**config.mk**
```make
export PLATFORM = sky130hd
export DESIGN_NAME = radar_frame_parser_unit
export DESIGN_NICKNAME = d
export VERILOG_FILES = /design/src/rfp_pkg.sv /design/src/rfp_front.sv /design/src/rfp_queue.sv /design/src/rfp_back.sv /design/src/radar_frame_parser_unit.sv
export SDC_FILE = /design/constraint.sdc
export NUM_CORES = 1
export LEC_CHECK = 0
export BUFFER_PORTS_ARGS = -buffer_cell sky130_fd_sc_hd__buf_2
export CORE_ASPECT_RATIO = 0.5
export CORE_MARGIN = 2
export CORE_UTILIZATION = 50
export DETAILED_ROUTE_END_ITERATION = 16
export GPL_TIMING_DRIVEN = 0
export PLACE_DENSITY_LB_ADDON = 0.15
export SLEW_MARGIN = 20
export SYNTH_ARGS = -nofsm -noshare
export SYNTH_HDL_FRONTEND = slang
export SYNTH_HIERARCHICAL = 1
export SYNTH_SLANG_ARGS = --single-unit
export TNS_END_PERCENT = 1
```
**constraint.sdc**
```tcl
create_clock -name i_clk -period 6.41 [get_ports i_clk]
set_clock_uncertainty 0.05 [all_clocks]
set_input_delay 0.9615 -clock i_clk [delete_from_list [all_inputs] [get_ports i_clk]]
set_output_delay 0.9615 -clock i_clk [all_outputs]
set_load 0.1 [all_outputs]
```
**src/rfp_pkg.sv**
```systemverilog
`timescale 1ns / 1ps
// ============================================================================
// rfp_pkg: shared types and constants of the radar frame parser
// Status codes, register indexes, queue sizing and the structs passed
// between the front end, the event queue and the back end.
// ============================================================================
package rfp_pkg;

    // Result status codes
    localparam logic [1:0] ST_OK   = 2'd0;
    localparam logic [1:0] ST_CSUM = 2'd1;
    localparam logic [1:0] ST_TAIL = 2'd2;

    // Configuration register indexes
    localparam int          CFG_IW       = 3;
    localparam int          CFG_DW       = 16;
    localparam logic [2:0]  CFG_HEADER   = 3'd0;
    localparam logic [2:0]  CFG_TAIL     = 3'd1;
    localparam logic [2:0]  CFG_PRESENCE = 3'd2;
    localparam logic [2:0]  CFG_MOTION   = 3'd3;
    localparam logic [2:0]  CFG_REGION   = 3'd4;
    localparam logic [2:0]  CFG_LIMIT    = 3'd5;

    // Register reset values
    localparam logic [7:0]  RST_HEADER   = 8'd170;
    localparam logic [7:0]  RST_TAIL     = 8'd85;
    localparam logic [7:0]  RST_PRESENCE = 8'd1;
    localparam logic [7:0]  RST_MOTION   = 8'd2;
    localparam logic [7:0]  RST_REGION   = 8'd3;
    localparam logic [15:0] RST_LIMIT    = 16'd250;

    // Event queue sizing (depth must be a power of two)
    localparam int Q_DEPTH = 2;
    localparam int Q_AW    = $clog2(Q_DEPTH);
    localparam int Q_CW    = $clog2(Q_DEPTH + 1);

    typedef struct packed {
        logic [7:0]  header_value;
        logic [7:0]  tail_value;
        logic [7:0]  code_presence;
        logic [7:0]  code_motion;
        logic [7:0]  code_region;
        logic [15:0] length_limit;
    } t_cfg;

    // One frame-end event: status, code, the first four data bytes and a length-at-least-four flag
    typedef struct packed {
        logic [1:0]  status;
        logic [7:0]  code;
        logic [7:0]  head0;
        logic [7:0]  head1;
        logic [7:0]  head2;
        logic [7:0]  head3;
        logic        len_ge4;
    } t_event;

endpackage

```
**src/rfp_front.sv**
```systemverilog
`timescale 1ns / 1ps
// ============================================================================
// rfp_front: byte-level frame tracker
// Hunts for the header, reads length and code, captures the first data bytes,
// keeps the running checksum and pushes one event per finished frame.
// ============================================================================
module rfp_front
    import rfp_pkg::*;
(
    input  logic       i_clk,
    input  logic       i_rst_n,
    input  t_cfg       i_cfg,
    input  logic       i_accept,
    input  logic [7:0] i_byte,
    output logic       o_push,
    output t_event     o_event
);

    localparam logic [2:0] PH_IDLE   = 3'd0;
    localparam logic [2:0] PH_LEN_LO = 3'd1;
    localparam logic [2:0] PH_LEN_HI = 3'd2;
    localparam logic [2:0] PH_CODE   = 3'd3;
    localparam logic [2:0] PH_DATA   = 3'd4;
    localparam logic [2:0] PH_CSUM   = 3'd5;
    localparam logic [2:0] PH_TAIL   = 3'd6;

    logic [2:0]  r_phase, n_phase;
    logic [15:0] r_len,   n_len;
    logic [15:0] r_count, n_count;
    logic [7:0]  r_code,  n_code;
    logic [7:0]  r_sum,   n_sum;
    logic [7:0]  r_head [4];
    logic [7:0]  n_head [4];
    logic [16:0] w_count_inc;
    logic [15:0] w_len_full;

    assign w_count_inc = {1'b0, r_count} + 17'd1;
    assign w_len_full  = {i_byte, r_len[7:0]};

    always_comb begin
        n_phase = r_phase;
        n_len   = r_len;
        n_count = r_count;
        n_code  = r_code;
        n_sum   = r_sum;
        n_head  = r_head;
        o_push  = 1'b0;
        o_event.status  = ST_OK;
        o_event.code    = r_code;
        o_event.head0   = r_head[0];
        o_event.head1   = r_head[1];
        o_event.head2   = r_head[2];
        o_event.head3   = r_head[3];
        o_event.len_ge4 = (r_len >= 16'd4);
        if (i_accept) begin
            case (r_phase)
                PH_IDLE: begin
                    if (i_byte == i_cfg.header_value) begin
                        for (int k = 0; k < 4; k++) n_head[k] = 8'd0;
                        n_sum   = i_byte;
                        n_len   = 16'd0;
                        n_count = 16'd0;
                        n_phase = PH_LEN_LO;
                    end
                end
                PH_LEN_LO: begin
                    n_sum   = r_sum + i_byte;
                    n_len   = {8'd0, i_byte};
                    n_phase = PH_LEN_HI;
                end
                PH_LEN_HI: begin
                    n_sum   = r_sum + i_byte;
                    n_len   = w_len_full;
                    n_phase = (w_len_full > i_cfg.length_limit) ? PH_IDLE : PH_CODE;
                end
                PH_CODE: begin
                    n_sum   = r_sum + i_byte;
                    n_code  = i_byte;
                    n_count = 16'd0;
                    n_phase = (r_len == 16'd0) ? PH_CSUM : PH_DATA;
                end
                PH_DATA: begin
                    n_sum = r_sum + i_byte;
                    if (r_count < 16'd4) n_head[r_count[1:0]] = i_byte;
                    n_count = w_count_inc[15:0];
                    if (w_count_inc >= {1'b0, r_len}) n_phase = PH_CSUM;
                end
                PH_CSUM: begin
                    if (i_byte == r_sum) begin
                        n_phase = PH_TAIL;
                    end else begin
                        n_phase        = PH_IDLE;
                        o_push         = 1'b1;
                        o_event.status = ST_CSUM;
                    end
                end
                PH_TAIL: begin
                    n_phase        = PH_IDLE;
                    o_push         = 1'b1;
                    o_event.status = (i_byte == i_cfg.tail_value) ? ST_OK : ST_TAIL;
                end
                default: begin
                    n_phase = PH_IDLE;
                end
            endcase
        end
    end

    always_ff @(posedge i_clk) begin
        if (!i_rst_n) begin
            r_phase <= PH_IDLE;
            r_len   <= 16'd0;
            r_count <= 16'd0;
            r_code  <= 8'd0;
            r_sum   <= 8'd0;
            for (int k = 0; k < 4; k++) r_head[k] <= 8'd0;
        end else begin
            r_phase <= n_phase;
            r_len   <= n_len;
            r_count <= n_count;
            r_code  <= n_code;
            r_sum   <= n_sum;
            r_head  <= n_head;
        end
    end

endmodule

```
**src/rfp_queue.sv**
```systemverilog
`timescale 1ns / 1ps
// ============================================================================
// rfp_queue: short event queue
// Decouples the byte front end from the result back end.
// ============================================================================
module rfp_queue
    import rfp_pkg::*;
(
    input  logic   i_clk,
    input  logic   i_rst_n,
    input  logic   i_push,
    input  t_event i_event,
    input  logic   i_pop,
    output t_event o_event,
    output logic   o_full,
    output logic   o_empty
);

    t_event            r_mem [Q_DEPTH];
    logic [Q_AW-1:0]   r_wr_ptr;
    logic [Q_AW-1:0]   r_rd_ptr;
    logic [Q_CW-1:0]   r_count;

    assign o_full  = (r_count == Q_CW'(Q_DEPTH));
    assign o_empty = (r_count == '0);
    assign o_event = r_mem[r_rd_ptr];

    always_ff @(posedge i_clk) begin
        if (i_push) r_mem[r_wr_ptr] <= i_event;
    end

    always_ff @(posedge i_clk) begin
        if (!i_rst_n) begin
            r_wr_ptr <= '0;
            r_rd_ptr <= '0;
            r_count  <= '0;
        end else begin
            if (i_push) r_wr_ptr <= r_wr_ptr + 1'b1;
            if (i_pop)  r_rd_ptr <= r_rd_ptr + 1'b1;
            case ({i_push, i_pop})
                2'b10:   r_count <= r_count + 1'b1;
                2'b01:   r_count <= r_count - 1'b1;
                default: r_count <= r_count;
            endcase
        end
    end

    a_no_overflow: assert property (@(posedge i_clk) disable iff (!i_rst_n)
        !(i_push && o_full && !i_pop))
        else $error("event queue overflow");
    a_no_underflow: assert property (@(posedge i_clk) disable iff (!i_rst_n)
        !(i_pop && o_empty))
        else $error("event queue underflow");
    a_count_bound: assert property (@(posedge i_clk) disable iff (!i_rst_n)
        r_count <= Q_CW'(Q_DEPTH))
        else $error("event queue count out of range");

endmodule

```
**src/rfp_back.sv**
```systemverilog
`timescale 1ns / 1ps
// ============================================================================
// rfp_back: frame result stage
// Pops frame events, updates the latest sensor values on good frames and
// holds each result in an output register until it is taken.
// ============================================================================
module rfp_back
    import rfp_pkg::*;
(
    input  logic        i_clk,
    input  logic        i_rst_n,
    input  t_cfg        i_cfg,
    input  logic        i_empty,
    input  t_event      i_event,
    output logic        o_pop,
    input  logic        i_res_ready,
    output logic        o_res_valid,
    output logic [1:0]  o_status,
    output logic [7:0]  o_frame_code,
    output logic        o_target_present,
    output logic [7:0]  o_motion_code,
    output logic [15:0] o_distance,
    output logic [7:0]  o_energy
);

    logic        r_valid;
    logic [1:0]  r_status;
    logic [7:0]  r_code;
    logic        r_presence, n_presence;
    logic [7:0]  r_motion,   n_motion;
    logic [15:0] r_distance, n_distance;
    logic [7:0]  r_energy,   n_energy;

    // Latest values change only on a pop, so they double as result fields
    assign o_pop = !i_empty && (!r_valid || i_res_ready);

    always_comb begin
        n_presence = r_presence;
        n_motion   = r_motion;
        n_distance = r_distance;
        n_energy   = r_energy;
        if (i_event.status == ST_OK) begin
            if (i_event.code == i_cfg.code_presence) begin
                n_presence = (i_event.head0 != 8'd0);
            end else if (i_event.code == i_cfg.code_motion) begin
                n_motion = i_event.head0;
            end else if (i_event.code == i_cfg.code_region) begin
                if (i_event.len_ge4) begin
                    n_distance = {i_event.head2, i_event.head1};
                    n_energy   = i_event.head3;
                end
            end
        end
    end

    always_ff @(posedge i_clk) begin
        if (!i_rst_n) begin
            r_valid    <= 1'b0;
            r_presence <= 1'b0;
            r_motion   <= 8'd0;
            r_distance <= 16'd0;
            r_energy   <= 8'd0;
        end else begin
            if (o_pop) begin
                r_valid    <= 1'b1;
                r_presence <= n_presence;
                r_motion   <= n_motion;
                r_distance <= n_distance;
                r_energy   <= n_energy;
            end else if (i_res_ready) begin
                r_valid <= 1'b0;
            end
        end
    end

    always_ff @(posedge i_clk) begin
        if (o_pop) begin
            r_status <= i_event.status;
            r_code   <= i_event.code;
        end
    end

    assign o_res_valid      = r_valid;
    assign o_status         = r_status;
    assign o_frame_code     = r_code;
    assign o_target_present = r_presence;
    assign o_motion_code    = r_motion;
    assign o_distance       = r_distance;
    assign o_energy         = r_energy;

    a_pop_loads: assert property (@(posedge i_clk) disable iff (!i_rst_n)
        o_pop |=> r_valid)
        else $error("popped event did not reach the output register");
    a_hold_values: assert property (@(posedge i_clk) disable iff (!i_rst_n)
        !o_pop |=> $stable(r_presence) && $stable(r_motion)
                   && $stable(r_distance) && $stable(r_energy))
        else $error("latest values changed without an event");
    a_error_no_update: assert property (@(posedge i_clk) disable iff (!i_rst_n)
        (o_pop && i_event.status != ST_OK) |=> $stable(r_presence)
        && $stable(r_motion) && $stable(r_distance) && $stable(r_energy))
        else $error("failed frame updated latest values");

endmodule

```
**src/radar_frame_parser_unit.sv**
```systemverilog
`timescale 1ns / 1ps
// ============================================================================
// radar_frame_parser_unit: length-prefixed sensor frame parser
// Byte-serial parser: header, 16-bit LE length, code, data, sum8 checksum,
// tail. Reports one status result per finished frame and keeps the latest
// presence, motion, distance and energy values.
// ============================================================================
//
// Channel   | Direction | Handshake                 | Payload
// ----------+-----------+---------------------------+---------------------------
// rx        | in        | i_rx_valid / o_rx_ready   | i_rx_byte
// res       | out       | o_res_valid / i_res_ready | o_status, o_frame_code,
//           |           |                           | o_target_present, ...
// cfg       | in        | i_cfg_we (no wait)        | i_cfg_idx, i_cfg_data
//
// One byte per cycle while the event queue has room: the front end handles each byte as it is taken.
// A frame result passes from the checksum or tail byte through the event queue to the
// output register, which is loaded by the queue-to-back-end pop.
// Reset (synchronous, active low) returns to header hunt with all values zero
// and registers at their defaults.
// The rx side stalls only when the two-entry event queue is full, i.e. when
// results pile up behind a stalled res consumer.
// ============================================================================
module radar_frame_parser_unit
    import rfp_pkg::*;
(
    input  logic              i_clk,
    input  logic              i_rst_n,
    // configuration write port
    input  logic              i_cfg_we,
    input  logic [CFG_IW-1:0] i_cfg_idx,
    input  logic [CFG_DW-1:0] i_cfg_data,
    // byte input
    input  logic              i_rx_valid,
    output logic              o_rx_ready,
    input  logic [7:0]        i_rx_byte,
    // frame results
    output logic              o_res_valid,
    input  logic              i_res_ready,
    output logic [1:0]        o_status,
    output logic [7:0]        o_frame_code,
    output logic              o_target_present,
    output logic [7:0]        o_motion_code,
    output logic [15:0]       o_distance,
    output logic [7:0]        o_energy
);

    t_cfg   r_cfg;
    logic   w_accept;
    logic   w_push;
    logic   w_pop;
    logic   w_full;
    logic   w_empty;
    t_event w_push_event;
    t_event w_head_event;

    // Configuration registers: decode index, ignore writes beyond the list
    always_ff @(posedge i_clk) begin
        if (!i_rst_n) begin
            r_cfg.header_value  <= RST_HEADER;
            r_cfg.tail_value    <= RST_TAIL;
            r_cfg.code_presence <= RST_PRESENCE;
            r_cfg.code_motion   <= RST_MOTION;
            r_cfg.code_region   <= RST_REGION;
            r_cfg.length_limit  <= RST_LIMIT;
        end else if (i_cfg_we) begin
            case (i_cfg_idx)
                CFG_HEADER:   r_cfg.header_value  <= i_cfg_data[7:0];
                CFG_TAIL:     r_cfg.tail_value    <= i_cfg_data[7:0];
                CFG_PRESENCE: r_cfg.code_presence <= i_cfg_data[7:0];
                CFG_MOTION:   r_cfg.code_motion   <= i_cfg_data[7:0];
                CFG_REGION:   r_cfg.code_region   <= i_cfg_data[7:0];
                CFG_LIMIT:    r_cfg.length_limit  <= i_cfg_data[15:0];
                default:      r_cfg               <= r_cfg;
            endcase
        end
    end

    // Take a byte whenever the queue has room for a possible frame event
    assign o_rx_ready = !w_full;
    assign w_accept   = i_rx_valid && o_rx_ready;

    rfp_front u_front (
        .i_clk    (i_clk),
        .i_rst_n  (i_rst_n),
        .i_cfg    (r_cfg),
        .i_accept (w_accept),
        .i_byte   (i_rx_byte),
        .o_push   (w_push),
        .o_event  (w_push_event)
    );

    rfp_queue u_queue (
        .i_clk    (i_clk),
        .i_rst_n  (i_rst_n),
        .i_push   (w_push),
        .i_event  (w_push_event),
        .i_pop    (w_pop),
        .o_event  (w_head_event),
        .o_full   (w_full),
        .o_empty  (w_empty)
    );

    rfp_back u_back (
        .i_clk            (i_clk),
        .i_rst_n          (i_rst_n),
        .i_cfg            (r_cfg),
        .i_empty          (w_empty),
        .i_event          (w_head_event),
        .o_pop            (w_pop),
        .i_res_ready      (i_res_ready),
        .o_res_valid      (o_res_valid),
        .o_status         (o_status),
        .o_frame_code     (o_frame_code),
        .o_target_present (o_target_present),
        .o_motion_code    (o_motion_code),
        .o_distance       (o_distance),
        .o_energy         (o_energy)
    );

endmodule
```
==> impl_summary.md <==
Logic synthesis
Among all flip-flop cells after synthesis, the most frequent one is sky130_fd_sc_hd__dfxtp_1. The count of flip-flops with a built-in enable after synthesis is 96. After synthesis the netlist holds a flip-flop and latch count of 274. By area the synthesized netlist is led by sky130_fd_sc_hd__dfxtp_1 (28%), sky130_fd_sc_hd__edfxtp_1 (23%), sky130_fd_sc_hd__mux2i_1 (4.7%), sky130_fd_sc_hd__nand2_1 (4.7%), sky130_fd_sc_hd__ha_1 (4.4%). The average instance in the mapped netlist occupies 10.6 sq um. Counting every net in the synthesized netlist gives 1260. In this run the cell area of the synthesized design comes to 12600 sq um. The gate count of the mapped netlist is 1183.

The share of the yosys chip area belonging to registers is 51.2%. The library cell occupying the most area in the post-synthesis netlist is sky130_fd_sc_hd__dfxtp_1. The share of synthesized area in the top cell type comes to 28.3%. Yosys mapped the design onto 74 distinct sky130hd cell types.

After synthesis, the share of flip-flops with an asynchronous set or reset is 0%. The count of yosys warnings during synthesis is 6.

Pwr
Across the VDD grid, the largest voltage drop is 0.178 mV. The analysis attributes to cell leakage a power of 5.60 nW. Dividing total power by cell area gives a power density of 266 nW/um^2.

STA
The worst max-slew margin expressed relative to the limit is 26.6%. Setup violations remaining at the end of the flow were counted as 0. Across all setup checks in the final design, the least slack found is 2830 ps.

At the pin with the least slew margin, the transition time is 1100 ps. The worst path uses 55.8% of the clock period. The maximum clock frequency is 280 MHz. The time the worst path needs with I/O delays and setup is 3580 ps.

The max-slew violation total from the final report is 0. The tightest hold margin is 402 ps. Setup repair after global routing left no endpoint under its margin.

The number of hold violations in the final report is 0. Setup total negative slack on the finished layout was measured at 0 ps.

Drt
The detail-routed net length per standard cell is 19.0 um. The detailed router finished its first iteration with 808 violations. The detail route stage leaves a number of antenna-violating nets equal to 0. The total number of vias is 9384.

The first TritonRoute pass finished after 8 iterations. The total length of routed wires is 31.4 mm. After detailed routing, the number of remaining DRC violations is 0. In the routed layout, each cell is associated on average with a via count of 5.68.

Setup path
The data arrival time of the critical path is 3990 ps. Among all stages on the critical path, the largest delay is contributed by sky130_fd_sc_hd__a221oi_1. The critical path required time is 6820 ps. The worst register-to-register path ends at u_front/r_phase[1]$_SDFFE_PN0P_. STA classifies the critical path endpoint as a flop. The setup check on the worst reg-to-reg path leaves a slack of 2830 ps. The logic depth of the worst register-to-register path is 13. The category of the critical setup timing path is reg -> reg.

The number of buffer and inverter stages on the critical path is 1. The kind of start point of the critical path is a flop. The maximum fanout along the worst path is 8.

The signal on the critical path passes through ha_1 -> clkbuf_2 -> nand4_1 -> nor2_1 -> nand2_1 -> xnor2_1 -> ha_1 -> and4_1 -> nand2_1 -> a31oi_1 -> o21ai_0 -> a221oi_1 -> mux2i_1. The maximum single-stage delay on the critical path is 560 ps. In this run the critical register-to-register path is launched from u_front/r_count[0]$_SDFFE_PN0P_. The kind of cell adding the most delay to the critical path is compound AO/OA/AOI/OAI gates.

Min path
The worst hold path was traced through 0 stages. The sink of the worst hold path is u_queue/r_mem[1][35]$_DFFE_PP_. The start point of the worst min-delay path is u_front/r_code[2]$_SDFFE_PN0P_. The path class of the tightest hold or removal check is reg -> reg.

Global routing
The number of global-route vias before repair is 8966. The pin count of the biggest net entering global routing is 31. The first-pass GRT wire length is 49.2 mm. Global routing used 23.7% of the available tracks. The number of antenna violations at the first check in global routing is 1. Summed over all layers, the global routing overflow is 0.

Clock tree
The worst-skew pair later-pin latency is 540 ps. Once the clock tree was built, the resizer swapped 0 gates to a different size. The root buffer selected by CTS is sky130_fd_sc_hd__clkbuf_16. CTS built an H-tree with a depth of 1. The tree built by TritonCTS fans out to 274 sinks.

Counting along the longest clock path gives a buffer depth of 3. The post-cts hold buffer count is 0. The clock buffer count from CTS is 25. The total setup buffers inserted after CTS is 0.

After clock tree synthesis, the clock-pin slew on the worst setup and hold paths is 70 ps. The TritonCTS clock tree is built.

Floorplan
Once the floorplan was initialized, standard cells occupied 50.4% of the core. The floorplan step defined a core boundary enclosing 25000 sq um. The die covers 26600 sq um. Pin placement for this block handled 77 I/O pins.

The width of the die is 228 um. Measured along the y axis, the die boundary spans 116 um. The placement row count is 41.

Placed design
The congestion estimate from routability-driven global placement came to 0.907. Detailed placement ended at an HPWL of 22.6 mm. The worst-case setup slack after placement is 2840 ps. Input and output buffers added on the ports amount to 76.

Layout
The area added between synthesis and finish is 13.9%. In the final layout, the share of cells above drive strength 1 is 17.2%. The library cells used most frequently in the layout, excluding fill and tap cells, are sky130_fd_sc_hd__dfxtp_1 (178), sky130_fd_sc_hd__nand2_1 (157), sky130_fd_sc_hd__buf_2 (96), sky130_fd_sc_hd__edfxtp_1 (96), sky130_fd_sc_hd__mux2i_1 (59). The number of antenna diodes in the final layout is 0. The layout has 2173 filler cells. After the last flow step, the layout net total stands at 1365. At the end of the flow the core is filled with cells to 57.4%. The most common library cell in the layout ignoring fill and taps is sky130_fd_sc_hd__dfxtp_1.

Run
Max-cap violations in this run came to 0.

Status
The run finished with clean final reports.
registers in the layout, indices dropped and copies added (netlist names), named ones only:
signal,cells
u_queue/r_mem,86
r_cfg,56
u_front/o_event,32
u_back/o_distance,16
u_front/r_count,16
u_front/r_len,16
u_back/o_energy,8
u_back/o_frame_code,8
u_back/o_motion_code,8
u_front/r_code,8
u_front/r_sum,8
u_front/r_phase,3
u_back/o_status,2
u_queue/r_count,2
u_back/o_res_valid,1
u_back/o_target_present,1
u_queue/r_rd_ptr,1
u_queue/r_wr_ptr,1
worst max path at each step:
stage                               startpoint                                   end  slack (ps)  cells past startpoint
6_report       u_front/r_count[0]$_SDFFE_PN0P_       u_front/r_phase[1]$_SDFFE_PN0P_        2830                     13
3_5_place_dp                        i_rx_valid         u_queue/r_mem[0][9]$_DFFE_PP_        2840                      8
4_1_cts                                   flop  u_back/o_motion_code[6]$_SDFFE_PN0P_        2830                      9
2_1_floorplan                     i_rx_byte[4]         u_queue/r_mem[0][0]$_DFFE_PP_        2270                      7
3_3_place_gp                        i_rx_valid        u_queue/r_mem[0][16]$_DFFE_PP_         810                      7
5_1_grt        u_front/r_count[0]$_SDFFE_PN0P_       u_front/r_phase[1]$_SDFFE_PN0P_        2650                     13
logic make-up after synthesis:
logic type                 share of synthesized area [%]
and+or+nand+nor                                     14.4
DFF                                                 51.2
AOI/OAI and AO/OA                                   12.4
buffers and inverters                               4.63
muxes                                               8.71
xor gates and xnor gates                            4.17
adders and majority gates                           4.53
worst reg2reg max path: stages, from the launching register on:
cell and delay (ps):
sky130_fd_sc_hd__dfxtp_1 510, sky130_fd_sc_hd__ha_1 200, sky130_fd_sc_hd__clkbuf_2 220, sky130_fd_sc_hd__nand4_1 150
sky130_fd_sc_hd__nor2_1 270, sky130_fd_sc_hd__nand2_1 160, sky130_fd_sc_hd__xnor2_1 160, sky130_fd_sc_hd__ha_1 330
sky130_fd_sc_hd__and4_1 230, sky130_fd_sc_hd__nand2_1 70, sky130_fd_sc_hd__a31oi_1 210, sky130_fd_sc_hd__o21ai_0 120
sky130_fd_sc_hd__a221oi_1 560, sky130_fd_sc_hd__mux2i_1 260
per-stage QoR:
step / power (W) / instance area (sq um) / cells
2_1_floorplan: 0.00214 / 12600 / 1183
3_3_place_gp: 0.00223 / 13400 / 1603
3_5_place_dp: 0.00224 / 13500 / 1605
4_1_cts: 0.00384 / 14300 / 1651
5_1_grt: 0.00395 / 14300 / 1651
6_report: 0.00381 / 14300 / 1651
layout make-up:
class                      instances  area, sq um  area share [%]
tap                              344          430            3.00
sequential                       274         6450            44.9
multi-input combinational        788         5580            38.9
clock buffer                      30          664            4.63
inverter                          49          184            1.28
timing repair buffer              78          420            2.93
buffer                            72          399            2.78
clock inverter                    16          219            1.53
routing by layer:
| metal | vias up | routed length [um] | global-route usage [%] |
|---|---|---|---|
| met3 | 60 | 2180 | 4.54 |
| met2 | 309 | 13500 | 37.3 |
| met4 | 0 | 719 | 5.97 |
| met1 | 4519 | 15100 | 33.9 |
| met5 | - | 0 | 0 |
| li1 | 4496 | - | - |
Yosys cell counts (all sizes together) (7+ instances only):
library cell	count
nor2	29
nand3	23
a32o	8
nor2b	35
a31oi	9
and2	8
ha	44
nor4	22
xor2	45
o21ai	34
xnor2	15
inv	48
nand2	157
a21boi	16
nor3	14
o21a	7
mux2i	59
edfxtp	96
buf	32
o22ai	32
o31ai	25
nand4	40
mux2	45
clkbuf	40
a21oi	52
dfxtp	178
power breakdown:
part	leakage (nW)	internal [W]	total [W]	switching [W]
Combinational	2.77	0.000110	0.000374	0.000264
Clock	0.423	0.000946	0.00161	0.000663
Sequential	2.41	0.00182	0.00183	0.0000114
Power figures use the tool's default switching activity.
